--- src/rtl/cpu_8080_subset_core_defines.svh ---
// Assertion helpers for the 8080 subset core
`ifndef CPU_8080_SUBSET_CORE_DEFINES_SVH
`define CPU_8080_SUBSET_CORE_DEFINES_SVH

// same-cycle implication
`define CPU8080_ASSERT_NOW(label, clk, rst, ante, cons) \
   label: assert property (@(posedge clk) disable iff (rst) (ante) |-> (cons)) \
      else $error("cpu8080 check failed");

// next-cycle implication
`define CPU8080_ASSERT_NEXT(label, clk, rst, ante, cons) \
   label: assert property (@(posedge clk) disable iff (rst) (ante) |=> (cons)) \
      else $error("cpu8080 check failed");

`endif

--- src/rtl/cpu8080_pkg.sv ---
`default_nettype none
package cpu8080_pkg;

   localparam int MEM_DEPTH = 65536;
   localparam int MEM_AW    = $clog2(MEM_DEPTH);
   localparam int QUEUE_DEPTH = 2;
   localparam int QPTR_W    = $clog2(QUEUE_DEPTH);
   localparam int QCNT_W    = $clog2(QUEUE_DEPTH + 1);

   typedef enum logic [1:0] {
      ST_LOADED   = 2'd0,
      ST_EXECUTED = 2'd1,
      ST_HALTED   = 2'd2,
      ST_END      = 2'd3
   } status_type;

   typedef enum logic {
      CMD_LOAD = 1'b0,
      CMD_STEP = 1'b1
   } cmd_type;

   typedef struct packed {
      cmd_type     cmd;
      logic [15:0] address;
      logic [7:0]  data_byte;
   } item_type;

   typedef struct packed {
      logic [QCNT_W-1:0] count;
      logic              full;
   } front_stat_type;

   typedef struct packed {
      logic clearing;
   } exec_stat_type;

endpackage
`default_nettype wire

--- src/rtl/cpu8080_if.sv ---
`default_nettype none
interface cpu8080_req_if;
   logic        valid;
   logic        ready;
   logic        cmd;
   logic [15:0] address;
   logic [7:0]  data_byte;

   modport source (output valid, cmd, address, data_byte, input ready);
   modport sink (input valid, cmd, address, data_byte, output ready);
endinterface

`default_nettype wire

--- src/rtl/cpu8080_front.sv ---
`default_nettype none
module cpu8080_front (
   input  wire logic                           clock,
   input  wire logic                           reset,
   cpu8080_req_if.sink                         req,
   input  wire cpu8080_pkg::exec_stat_type     exec_stat,
   input  wire logic                           q_pop,
   output logic                                q_valid,
   output cpu8080_pkg::item_type               q_item,
   output cpu8080_pkg::front_stat_type         front_stat
);
   cpu8080_pkg::item_type                    q_ff [cpu8080_pkg::QUEUE_DEPTH];
   logic [cpu8080_pkg::QPTR_W-1:0]           wr_ptr_ff, wr_ptr_in;
   logic [cpu8080_pkg::QPTR_W-1:0]           rd_ptr_ff, rd_ptr_in;
   logic [cpu8080_pkg::QCNT_W-1:0]           count_ff, count_in;
   logic                                     full;
   logic                                     push;
   logic                                     pop;
   cpu8080_pkg::item_type                    in_item;

   assign full     = (count_ff == cpu8080_pkg::QCNT_W'(cpu8080_pkg::QUEUE_DEPTH));
   assign req.ready = !full && !exec_stat.clearing;
   assign push     = req.valid && req.ready;
   assign q_valid  = (count_ff != '0);
   assign pop      = q_pop && q_valid;
   assign q_item   = q_ff[rd_ptr_ff];

   // classify the command bit into its code
   always_comb begin
      in_item.cmd       = req.cmd ? cpu8080_pkg::CMD_STEP : cpu8080_pkg::CMD_LOAD;
      in_item.address   = req.address;
      in_item.data_byte = req.data_byte;
   end

   always_comb begin
      wr_ptr_in = push ? wr_ptr_ff + 1'b1 : wr_ptr_ff;
      rd_ptr_in = pop ? rd_ptr_ff + 1'b1 : rd_ptr_ff;
      count_in  = count_ff;
      if (push && !pop) begin
         count_in = count_ff + 1'b1;
      end else if (pop && !push) begin
         count_in = count_ff - 1'b1;
      end
   end

   always_ff @(posedge clock) begin
      if (reset) begin
         wr_ptr_ff <= '0;
         rd_ptr_ff <= '0;
         count_ff  <= '0;
      end else begin
         wr_ptr_ff <= wr_ptr_in;
         rd_ptr_ff <= rd_ptr_in;
         count_ff  <= count_in;
      end
      if (push) begin
         q_ff[wr_ptr_ff] <= in_item;
      end
   end

   assign front_stat.count = count_ff;
   assign front_stat.full  = full;
endmodule
`default_nettype wire

--- src/flat_wrapper.sv ---
// flat-port wrapper written by rule: the top's interface ports become plain ports
module cpu8080_front_flat 
  (clock, reset, exec_stat, q_pop, q_valid, q_item, front_stat, req_valid, req_cmd, req_address, req_data_byte, req_ready);
  cpu8080_req_if req_i ();
  input  wire logic clock;
  input  wire logic reset;
  input  wire cpu8080_pkg::exec_stat_type exec_stat;
  input  wire logic q_pop;
  output logic q_valid;
  output cpu8080_pkg::item_type q_item;
  output cpu8080_pkg::front_stat_type front_stat;
  input wire logic [$bits(req_i.valid)-1:0] req_valid;
  input wire logic [$bits(req_i.cmd)-1:0] req_cmd;
  input wire logic [$bits(req_i.address)-1:0] req_address;
  input wire logic [$bits(req_i.data_byte)-1:0] req_data_byte;
  output wire logic [$bits(req_i.ready)-1:0] req_ready;
  assign req_i.valid = req_valid;
  assign req_i.cmd = req_cmd;
  assign req_i.address = req_address;
  assign req_i.data_byte = req_data_byte;
  assign req_ready = req_i.ready;
  cpu8080_front u_core (.clock(clock), .reset(reset), .req(req_i), .exec_stat(exec_stat), .q_pop(q_pop), .q_valid(q_valid), .q_item(q_item), .front_stat(front_stat));
endmodule
--- config.mk ---
export PLATFORM = sky130hd
export DESIGN_NAME = cpu8080_front_flat
export DESIGN_NICKNAME = d
export VERILOG_FILES = /design/src/rtl/cpu_8080_subset_core_defines.svh /design/src/rtl/cpu8080_pkg.sv /design/src/rtl/cpu8080_if.sv /design/src/rtl/cpu8080_front.sv /design/src/flat_wrapper.sv
export SDC_FILE = /design/constraint.sdc
export NUM_CORES = 1
export LEC_CHECK = 0
export ABC_AREA = 1
export ABC_CLOCK_PERIOD_IN_PS = 3600
export CAP_MARGIN = 30
export CORE_MARGIN = 2
export CORE_UTILIZATION = 45
export DETAILED_ROUTE_END_ITERATION = 7
export DONT_BUFFER_PORTS = 1
export PLACE_DENSITY = 0.57
export SLEW_MARGIN = 40
export SYNTH_ARGS = -nofsm -noshare
export SYNTH_HDL_FRONTEND = slang
export SYNTH_SLANG_ARGS = --single-unit
--- constraint.sdc ---
create_clock -name clock -period 3.6 [get_ports clock]
set_input_delay 0.36 -clock clock [delete_from_list [all_inputs] [get_ports clock]]
set_output_delay 0.36 -clock clock [all_outputs]
set_load 0.02 [all_outputs]
==> run_results.csv, run 1 <==
group,metric,value,unit
run_status,status,"finished clean",
finish,diodes,0,
flow_run,max_cap_viol_count,0,
global_route,grt_start_max_net_pins,26,
place,dpl-instance-area,0.00219,mm^2
place,port-buffer-count,0,
logic_synthesis,synth_area,0.00217,mm^2
logic_synthesis,ys_warn_count,0,
clock_tree,cts_resized,0,
logic_synthesis,syn_inst,120,
worst_setup_path,crit_family,"flip-flops",
worst_setup_path,r2r_end,"u_core.q_ff[0][5]",
worst_setup_path,cp_slowest_cell,"dfxtp_2",
worst_setup_path,worstSetupEndpointType,"output pin",
sta,hold_ws,124,ps
logic_synthesis,synth.avg_cell_area,18.1,um^2
worst_setup_path,r2r_cells,5,
finish,final_cell_mix,"50 x edfxtp_1, 20 x mux2_4, 10 x inv_1, 10 x nand2_1",
logic_synthesis,yosysTopAreaCellShare,0.691,
place,dp.final_hpwl,2290,um
drt,avgRoutedWirePerCell,17.9,um
sta,max_slew_margin,0.478,
clock_tree,htreeDepth,2,
power_and_ir_drop,irDropWorstVdd,327,uV
finish,final_common_cell,"edfxtp_1",
worst_setup_path,crit_end,"q_item[7]",
drt,detail-route-antenna-nets,0,
clock_tree,cts_sinks,55,
global_route,track_usage,0.127,
clock_tree,numCtsBuffers,5,
sta,finalSetupViolCount,0,
hold_path,hold_class,"primary input to flip-flop",
finish,seq_area,0.00160,mm^2
clock_tree,cts_max_path_buffers,2,
worst_setup_path,cp_slowest_stage_delay,850,ps
finish,multi_input_comb_area,474,um^2
drt,finalWirelength,3200,um
global_route,overflow,0,
power_and_ir_drop,powerDensity,603,mW/mm^2
finish,n_fill_cell,401,
sta,worstMarginPinSlew,783,ps
logic_synthesis,ys_ff_latch,55,
floorplan,die_height,73.5,um
floorplan,dieArea,0.00540,mm^2
finish,design_area,0.00228,mm^2
floorplan,die_w,73.5,um
drt,drtIter0Drc,42,
global_route,grt_pass1_wl,4900,um
worst_setup_path,arrival,1630,ps
worst_setup_path,crit_chain,"mux2_2",
global_route,antenna_found_initial,0,
drt,vias,939,
sta,hold_violations,0,
drt,drc,0,
logic_synthesis,synth_area_leaders,"edfxtp_1 69%, mux2_4 14%, dfxtp_1 4.6%, mux2_2 2.6%, inv_1 1.9%",
worst_setup_path,path_max_fanout,25,
clock_tree,worst_skew_pair.late_latency,300,ps
sta,rsz0062_at_grt,"no",
finish,layout-drive-gt1-share,0.288,
clock_tree,cts_root_buf,"clkbuf_8",
worst_setup_path,crit_buf_inv,0,
clock_tree,cts_tree,"done",
drt,dr.pass1.iters,4,
worst_setup_path,crit_required,3240,ps
global_route,grt_pass1_vias,1034,
sta,min_period,1990,ps
logic_synthesis,yosysTopAreaCell,"edfxtp_1",
finish,nets,155,
place,placedCellCount,171,
worst_setup_path,reg2reg_setup_slack,1640,ps
sta,max_freq,0.501,GHz
clock_tree,cts-hold-fix-buffers,0,
floorplan,core_region_area,0.00469,mm^2
worst_setup_path,cp.depth,1,
finish,finish.utilization,0.486,
drt,via_per_inst,5.25,
floorplan,start_util,0.463,
sta,clock_skew,5.58,ps
sta,setup_tns,0,ps
sta,slew_violations,0,
worst_setup_path,critical_path_class,"flip-flop to output pin",
logic_synthesis,synth_nets,151,
clock_tree,cts_setup_buffers,0,
floorplan,fp-row-count,25,
clock_tree,cts.clk_slew.worst_paths,90,ps
floorplan,ioPinCount,60,
worst_setup_path,r2r_start,"u_core.count_ff[0]",
logic_synthesis,synth-seq-area-share,0.737,
worst_setup_path,start_kind,"flip-flop",
logic_synthesis,netlist-cell-type-count,15,
place,gp_congestion,0.737,
sta,finalCritPeriodShare,0.554,
finish,area_growth,4.84,%
power_and_ir_drop,leakage,0.822,nW
finish,layoutNonFillerInstCount,179,
==> where the power goes <==
group | leakage, nW | switching [W] | internal [W] | total, W
Sequential | 0.500 | 0.0000535 | 0.000746 | 0.000800
Clock | 0.0412 | 0.000183 | 0.000136 | 0.000320
Combinational | 0.282 | 0.000153 | 0.000102 | 0.000255
==> worst register-to-register path: stages, from the launching register on <==
cell and delay, ps:
dfxtp_1 480, inv_1 140, nand2_1 120, nand3_1 130, nor2_2 470, buf_4 330
==> registers in the layout (all words and copies together), names as in the netlist, named ones only <==
name	cells
u_core.q_ff	50
u_core.count_ff	2
u_core.rd_ptr_ff	1
u_core.wr_ptr_ff	1
==> stage by stage <==
step | total power [W] | setup slack, ps
CTS | 0.00139 | 1550
finish | 0.00137 | 1610
global placement | 0.00106 | 1630
global route | 0.00144 | 1480
floorplan | 0.00106 | 1350
detailed placement | 0.00108 | 1590
==> synthesized netlist by cell type, drive strengths merged <==
master and number:
a21oi 2, buf 4, ha 1, edfxtp 50, o21ai 1, nand3 3, mux2 25, nor2 6
dfxtp 5, inv 11, nand2 10, nand4 2
==> worst min path at each step <==
stage               start          endpoint  slack, ps  cells after the start
floorplan           reset  u_core.wr_ptr_ff        430                      1
global placement    reset  u_core.wr_ptr_ff        430                      1
detailed placement  reset  u_core.wr_ptr_ff        440                      1
CTS                 reset  u_core.wr_ptr_ff        110                      1
global route        reset  u_core.wr_ptr_ff        100                      1
finish              reset  u_core.wr_ptr_ff        120                      1
==> kinds of logic (layout without fill, tap and decap cells) <==
logic type / Yosys count / count (layout) / synth area share
fa+ha+maj: 1 / 1 / 0.00576
compound gates: 3 / 3 / 0.00691
mux: 25 / 25 / 0.164
buf+inv: 15 / 20 / 0.0461
simple gates: 21 / 21 / 0.0403
flops: 55 / 55 / 0.737
==> per-layer routing <==
layer,vias up,GRT usage,part of all wire
li1,441,-,-
met1,457,0.127,0.36
met2,36,0.206,0.51
met3,5,0.0809,0.12
met4,0,0.0545,0.015
met5,-,0,0
==> final cells by class <==
type	instances	share of cell area
Clock inverter	2	0.00549
Inverter	11	0.0181
Multi-Input combinational cell	50	0.208
Tap cell	54	0.0297
Clock buffer	6	0.0319
Timing Repair Buffer	1	0.00329
Sequential cell	55	0.703
No activity file was read; power rests on OpenSTA's default activity.
==> inputs of run 2 (changes only) <==
--- a/config.mk
+++ b/config.mk
@@ -5,8 +5,8 @@
 export SDC_FILE = /design/constraint.sdc
 export NUM_CORES = 1
 export LEC_CHECK = 0
-export ABC_AREA = 1
-export ABC_CLOCK_PERIOD_IN_PS = 3600
+export ABC_AREA = 0
+export ABC_CLOCK_PERIOD_IN_PS = 2100
 export CAP_MARGIN = 30
 export CORE_MARGIN = 2
 export CORE_UTILIZATION = 45
==> constraint.sdc (replaced) <==
create_clock -name clock -period 2.1 [get_ports clock]
set_input_delay 0.21 -clock clock [delete_from_list [all_inputs] [get_ports clock]]
set_output_delay 0.21 -clock clock [all_outputs]
set_load 0.02 [all_outputs]
==> run_results.csv, run 2 <==
group,metric,value,unit
finish,final_cell_mix,"50 x edfxtp_1, 26 x dlygate4sd3_1, 25 x mux2_2",
logic_synthesis,synth_nets,136,
finish,largest_register,"u_core.q_ff",
global_route,grt_pass1_wl,4930,um
sta,rsz0062_at_grt,"no",
clock_tree,cts_sinks,55,
sta,slew_violations,0,
sta,max_slew_margin,0.745,
finish,nets,170,
floorplan,die_w,71.3,um
worst_setup_path,cp_slowest_stage_delay,430,ps
finish,layout-drive-gt1-share,0.286,
worst_setup_path,crit_chain,"nor2b_2, nor2_1, ha_1, or3_1, a21oi_1",
drt,detail-route-antenna-nets,0,
clock_tree,cts_tree,"done",
sta,clock_skew,4.44,ps
floorplan,die_height,71.3,um
finish,area_growth,21.9,%
drt,dr.pass1.iters,4,
flow_run,max_cap_viol_count,0,
power_and_ir_drop,power,0.00268,W
drt,via_per_inst,5.11,
global_route,overflow,0,
worst_setup_path,worstSetupEndpointType,"flip-flop",
logic_synthesis,ys_warn_count,0,
logic_synthesis,synth.most_common_cell,"edfxtp_1",
clock_tree,worst_skew_pair.late_latency,290,ps
clock_tree,htreeDepth,2,
worst_setup_path,cp_slowest_cell,"dfxtp_1",
hold_path,hold_class,"primary input to flip-flop",
sta,finalCritPeriodShare,0.868,
global_route,grt_start_max_net_pins,26,
clock_tree,cts_resized,0,
logic_synthesis,synth_area,0.00204,mm^2
place,port-buffer-count,0,
drt,drtIter0Drc,56,
logic_synthesis,ys_ff_latch,55,
worst_setup_path,start_kind,"flip-flop",
global_route,grt_pass1_vias,1022,
logic_synthesis,async_flop_share,0,
worst_setup_path,r2r_start,"u_core.count_ff[0]",
sta,hold_violations,0,
worst_setup_path,r2r_cells,5,
logic_synthesis,synth_area_leaders,"edfxtp_1 74%, mux2_2 14%, dfxtp_1 4.9%, xor2_1 1.3%, nor2_1 0.92%",
power_and_ir_drop,irDropWorstVdd,656,uV
floorplan,fp-row-count,24,
floorplan,core_region_area,0.00435,mm^2
global_route,track_usage,0.130,
logic_synthesis,synth-seq-area-share,0.785,
worst_setup_path,crit_end,"u_core.count_ff[1]",
drt,drc,0,
logic_synthesis,synth_edf_count,50,
power_and_ir_drop,leakage,0.839,nW
sta,setup_tns,0,ps
place,dp.final_hpwl,2130,um
clock_tree,cts_max_path_buffers,2,
logic_synthesis,synth_flop_cell,"edfxtp_1",
worst_setup_path,crit_buf_inv,0,
logic_synthesis,yosysTopAreaCellShare,0.736,
worst_setup_path,cp.depth,5,
finish,diodes,0,
worst_setup_path,arrival,2050,ps
clock_tree,numCtsBuffers,5,
floorplan,ioPinCount,60,
worst_setup_path,critical_path_class,"flip-flop to flip-flop",
worst_setup_path,startpoint,"u_core.count_ff[0]",
drt,avgRoutedWirePerCell,16.4,um
worst_setup_path,path_max_fanout,6,
drt,finalWirelength,3150,um
hold_path,hp-start,"req_valid",
sta,hold_ws,215,ps
logic_synthesis,yosysTopAreaCell,"edfxtp_1",
worst_setup_path,crit_required,2330,ps
worst_setup_path,reg2reg_setup_slack,280,ps
power_and_ir_drop,p_switching,0.000830,W
sta,finalSetupViolCount,0,
clock_tree,cts.clk_slew.worst_paths,80,ps
place,gp_congestion,0.623,
finish,reg.largest.list,"u_core.q_ff x50, u_core.count_ff x2",
finish,layoutNonFillerInstCount,192,
sta,max_freq,0.549,GHz
sta,worstMarginPinSlew,381,ps
power_and_ir_drop,p_int,0.00185,W
logic_synthesis,yosys-top-cells-count,"50 x edfxtp_1, 25 x mux2_2, 5 x dfxtp_1, 5 x nor2_1",
clock_tree,cts_root_buf,"clkbuf_8",
worst_setup_path,crit_family,"simple AND/OR/NAND/NOR gates",
drt,vias,982,
finish,largest_reg_flops,50,
power_and_ir_drop,swShare,0.310,
logic_synthesis,synth.avg_cell_area,19.4,um^2
floorplan,start_util,0.469,
power_and_ir_drop,power.share.clock,0.197,
sta,min_period,1820,ps
floorplan,dieArea,0.00509,mm^2
power_and_ir_drop,combPwrFrac,0.286,
power_and_ir_drop,powerDensity,1080,mW/mm^2
run_status,status,"finished clean",
logic_synthesis,netlist-cell-type-count,18,
global_route,antenna_found_initial,0,
logic_synthesis,syn_inst,105,
place,placedCellCount,158,
finish,final_common_cell,"edfxtp_1",
worst_setup_path,r2r_end,"u_core.count_ff[1]",
power_and_ir_drop,pwr-share-seq,0.516,
==> run 2: cell types whose count changed after synthesis, sizes merged, moves of 2 or more <==
cell and change:
inv -10, nand2 -10, nand3 -3, nand4 -2, o21ai +2, or3 +2
xor2 +3
==> run 2: worst register-to-register path: cells and delay by family (launching register included) <==
kind                       cells  cell delay [ps]
adders and majority gates      1              330
AOI/OAI and AO/OA              1              140
and+or+nand+nor                3              850
DFF                            1              430
==> run 2: timing repair <==
item / in CTS / in global routing
buffers inserted: 0 / 0
hold buffers: 26 / 0
hold endpoints to repair: 55 / 0
==> run 2: cell type report <==
cell class	instances	area [um^2]
well taps	52	65.1
inverters	1	3.75
repair buffers	31	323
fillers	330	1870
flip-flops and latches	55	1600
multi-input cells	45	413
clock inverters	1	5.00
clock buffers	7	76.3
==> run 2: how the worst min path moves through the flow <==
| stage | end | slack, ps | cells past startpoint |
|---|---|---|---|
| final | u_core.wr_ptr_ff | 220 | 3 |
| after global routing | u_core.wr_ptr_ff | 230 | 3 |
| after CTS | u_core.wr_ptr_ff | 210 | 3 |
| after detailed placement | u_core.wr_ptr_ff | 280 | 1 |
| after global placement | u_core.wr_ptr_ff | 270 | 1 |
| after floorplan | u_core.wr_ptr_ff | 270 | 1 |
==> run 2: layer usage <==
layer | share of wire | wire (um) | global-route usage | vias up
li1 | - | - | - | 464
met5 | 0 | 0 | 0 | -
met1 | 0.38 | 1210 | 0.134 | 479
met3 | 0.060 | 188 | 0.0520 | 6
met2 | 0.54 | 1710 | 0.235 | 33
met4 | 0.015 | 46 | 0.0503 | 0
==> run 2: kinds of logic (layout without fill, tap and decap cells) <==
family                   count (synthesis)  in the layout  synth area share
AO/OA/AOI/OAI                            5              5            0.0141
XOR/XNOR                                 3              3            0.0129
adder cells (fa/ha/maj)                  1              1           0.00613
buffers and inverters                    5             40            0.0129
flip-flops                              55             55             0.785
multiplexers                            25             25             0.138
AND/OR/NAND/NOR                         11             11            0.0313
==> run 2: power by group through the flow <==
stage | Sequential (W) | Combinational [W] | Clock (W)
detailed placement | 0.00141 | 0.000727 | 0
global route | 0.00140 | 0.000813 | 0.000594
finish | 0.00138 | 0.000765 | 0.000528
global placement | 0.00141 | 0.000717 | 0
CTS | 0.00139 | 0.000778 | 0.000561
floorplan | 0.00139 | 0.000622 | 0
==> run 2: per-stage QoR <==
| step | cell area, um^2 | util | setup WS [ps] |
|---|---|---|---|
| after global placement | 2150 | 0.493 | 361 |
| after floorplan | 2040 | - | 205 |
| after detailed placement | 2150 | 0.493 | 279 |
| after CTS | 2490 | 0.571 | 262 |
| after global routing | 2490 | 0.571 | 162 |
| final | 2490 | 0.571 | 278 |
==> inputs of run 3 (changes only) <==
--- a/config.mk
+++ b/config.mk
@@ -12,7 +12,6 @@
 export CORE_UTILIZATION = 45
 export DETAILED_ROUTE_END_ITERATION = 7
 export DONT_BUFFER_PORTS = 1
-export PLACE_DENSITY = 0.57
 export SLEW_MARGIN = 40
 export SYNTH_ARGS = -nofsm -noshare
 export SYNTH_HDL_FRONTEND = slang
==> run_results.csv, run 3 (same netlist as run 2, synthesis figures left out) <==
group,metric,value,unit
finish,area_growth,22.7,%
place,port-buffer-count,0,
sta,hold_ws,194,ps
power_and_ir_drop,power.share.clock,0.228,
global_route,overflow,0,
sta,finalCritPeriodShare,0.864,
run_status,status,"finished clean",
finish,final_cell_mix,"50 x edfxtp_1, 26 x dlygate4sd3_1, 25 x mux2_2",
hold_path,hp-start,"req_valid",
worst_setup_path,r2r_start,"u_core.count_ff[1]",
floorplan,fp-row-count,24,
drt,avgRoutedWirePerCell,16.6,um
finish,seq_area,0.00160,mm^2
sta,max_slew_margin,0.663,
drt,drc,0,
clock_tree,cts-hold-fix-buffers,26,
hold_path,hold_class,"primary input to flip-flop",
finish,n_fill_cell,321,
power_and_ir_drop,pwr-share-seq,0.488,
sta,finalSetupViolCount,0,
floorplan,die_w,71.3,um
finish,multi_input_comb_area,413,um^2
worst_setup_path,r2r_cells,4,
worst_setup_path,crit_family,"simple AND/OR/NAND/NOR gates",
floorplan,die_height,71.3,um
clock_tree,cts_tree,"done",
global_route,grt_pass1_vias,1072,
drt,via_per_inst,5.09,
sta,setup_ws,286,ps
sta,min_period,1810,ps
sta,max_freq,0.551,GHz
clock_tree,cts_root_buf,"clkbuf_8",
clock_tree,worst_skew_pair.late_latency,300,ps
finish,diodes,0,
clock_tree,cts_sinks,55,
clock_tree,cts_resized,0,
hold_path,hold_end,"u_core.wr_ptr_ff",
clock_tree,htreeDepth,2,
global_route,grt_start_max_net_pins,18,
worst_setup_path,crit_buf_inv,1,
drt,dr.pass1.iters,4,
worst_setup_path,r2r_end,"u_core.q_ff[1][21]",
power_and_ir_drop,leakage,0.857,nW
power_and_ir_drop,irDropWorstVdd,649,uV
finish,layout-drive-gt1-share,0.310,
worst_setup_path,critical_path_class,"flip-flop to flip-flop",
sta,rsz0062_at_grt,"no",
global_route,grt_pass1_wl,5180,um
global_route,track_usage,0.138,
sta,clock_skew,9.50,ps
finish,largest_reg_flops,50,
worst_setup_path,reg2reg_setup_slack,290,ps
drt,detail-route-antenna-nets,0,
worst_setup_path,arrival,1810,ps
power_and_ir_drop,powerDensity,1110,mW/mm^2
worst_setup_path,cp_slowest_stage_delay,470,ps
power_and_ir_drop,combPwrFrac,0.284,
hold_path,min_path_cells,3,
clock_tree,cts_max_path_buffers,2,
global_route,antenna_found_initial,0,
worst_setup_path,path_max_fanout,15,
floorplan,dieArea,0.00509,mm^2
sta,hold_violations,0,
floorplan,ioPinCount,60,
place,dp.final_hpwl,2100,um
sta,setup_tns,0,ps
drt,vias,988,
worst_setup_path,cp.depth,4,
drt,finalWirelength,3230,um
clock_tree,cts_setup_buffers,0,
floorplan,start_util,0.469,
clock_tree,cts.clk_slew.worst_paths,100,ps
finish,final_common_cell,"edfxtp_1",
power_and_ir_drop,p_switching,0.000862,W
drt,drtIter0Drc,30,
worst_setup_path,worstSetupEndpointType,"flip-flop",
place,pre_cts_ws,269,ps
worst_setup_path,crit_required,2090,ps
floorplan,core_region_area,0.00435,mm^2
sta,worstMarginPinSlew,506,ps
flow_run,max_cap_viol_count,0,
worst_setup_path,start_kind,"flip-flop",
power_and_ir_drop,p_int,0.00192,W
sta,slew_violations,0,
worst_setup_path,cp_slowest_cell,"and2_1",
worst_setup_path,crit_chain,"nor2b_2, nor2_1, and2_1, buf_4",
clock_tree,numCtsBuffers,5,
finish,largest_register,"u_core.q_ff",
power_and_ir_drop,swShare,0.309,
finish,reg.largest.list,"u_core.q_ff x50, u_core.count_ff x2",
finish,nets,172,
place,gp_congestion,0.724,
-- run 3: cell count changes in the layout (fill, tap and decap cells not counted), sizes merged --
cell	change
buf	+2
clkbuf	-1
clkinv	+1
-- run 3: worst register-to-register path: cells and delay by family (launching register included) --
family / cells / cell delay, ps
buffers and inverters: 1 / 340
flip-flops: 1 / 320
AND/OR/NAND/NOR: 3 / 840
-- run 3: worst max-delay path by stage --
stage / end / start
after global placement: u_core.q_ff[1][17] / u_core.count_ff[1]
after floorplan: u_core.q_ff[0][0] / u_core.count_ff[0]
after detailed placement: u_core.q_ff[1][17] / u_core.count_ff[1]
after CTS: u_core.q_ff[1][21] / u_core.count_ff[1]
final: u_core.q_ff[1][21] / u_core.count_ff[1]
after global routing: u_core.q_ff[1][21] / u_core.count_ff[1]
-- run 3: area by class of cell --
class | count | area share
well taps | 52 | 0.0260
repair buffers | 33 | 0.125
flip-flops and latches | 55 | 0.640
multi-input cells | 45 | 0.165
inverters | 1 | 0.00150
clock inverters | 2 | 0.00550
clock buffers | 6 | 0.0375
-- run 3: power groups by stage --
stage | sequential (W) | combinational (W) | clock (W)
3_5_place_dp | 0.00139 | 0.000756 | 0
4_1_cts | 0.00136 | 0.000805 | 0.000654
3_3_place_gp | 0.00138 | 0.000745 | 0
5_1_grt | 0.00137 | 0.000848 | 0.000697
2_1_floorplan | 0.00139 | 0.000622 | 0
6_report | 0.00136 | 0.000791 | 0.000635
-- run 3: per-stage QoR --
stage          cell area (um^2)  total power, W  utilization  std cells
2_1_floorplan              2040         0.00202            -        105
3_3_place_gp               2140         0.00213        0.491        160
3_5_place_dp               2140         0.00215        0.491        160
4_1_cts                    2500         0.00282        0.575        194
5_1_grt                    2500         0.00292        0.575        194
6_report                   2500         0.00279        0.575        194
-- run 3: per-layer routing --
layer / GRT usage / share of wire / vias up
met2: 0.239 / 0.53 / 33
met4: 0.0503 / 0.015 / 0
met5: 0 / 0 / -
li1: - / - / 468
met3: 0.0577 / 0.069 / 5
met1: 0.151 / 0.39 / 482
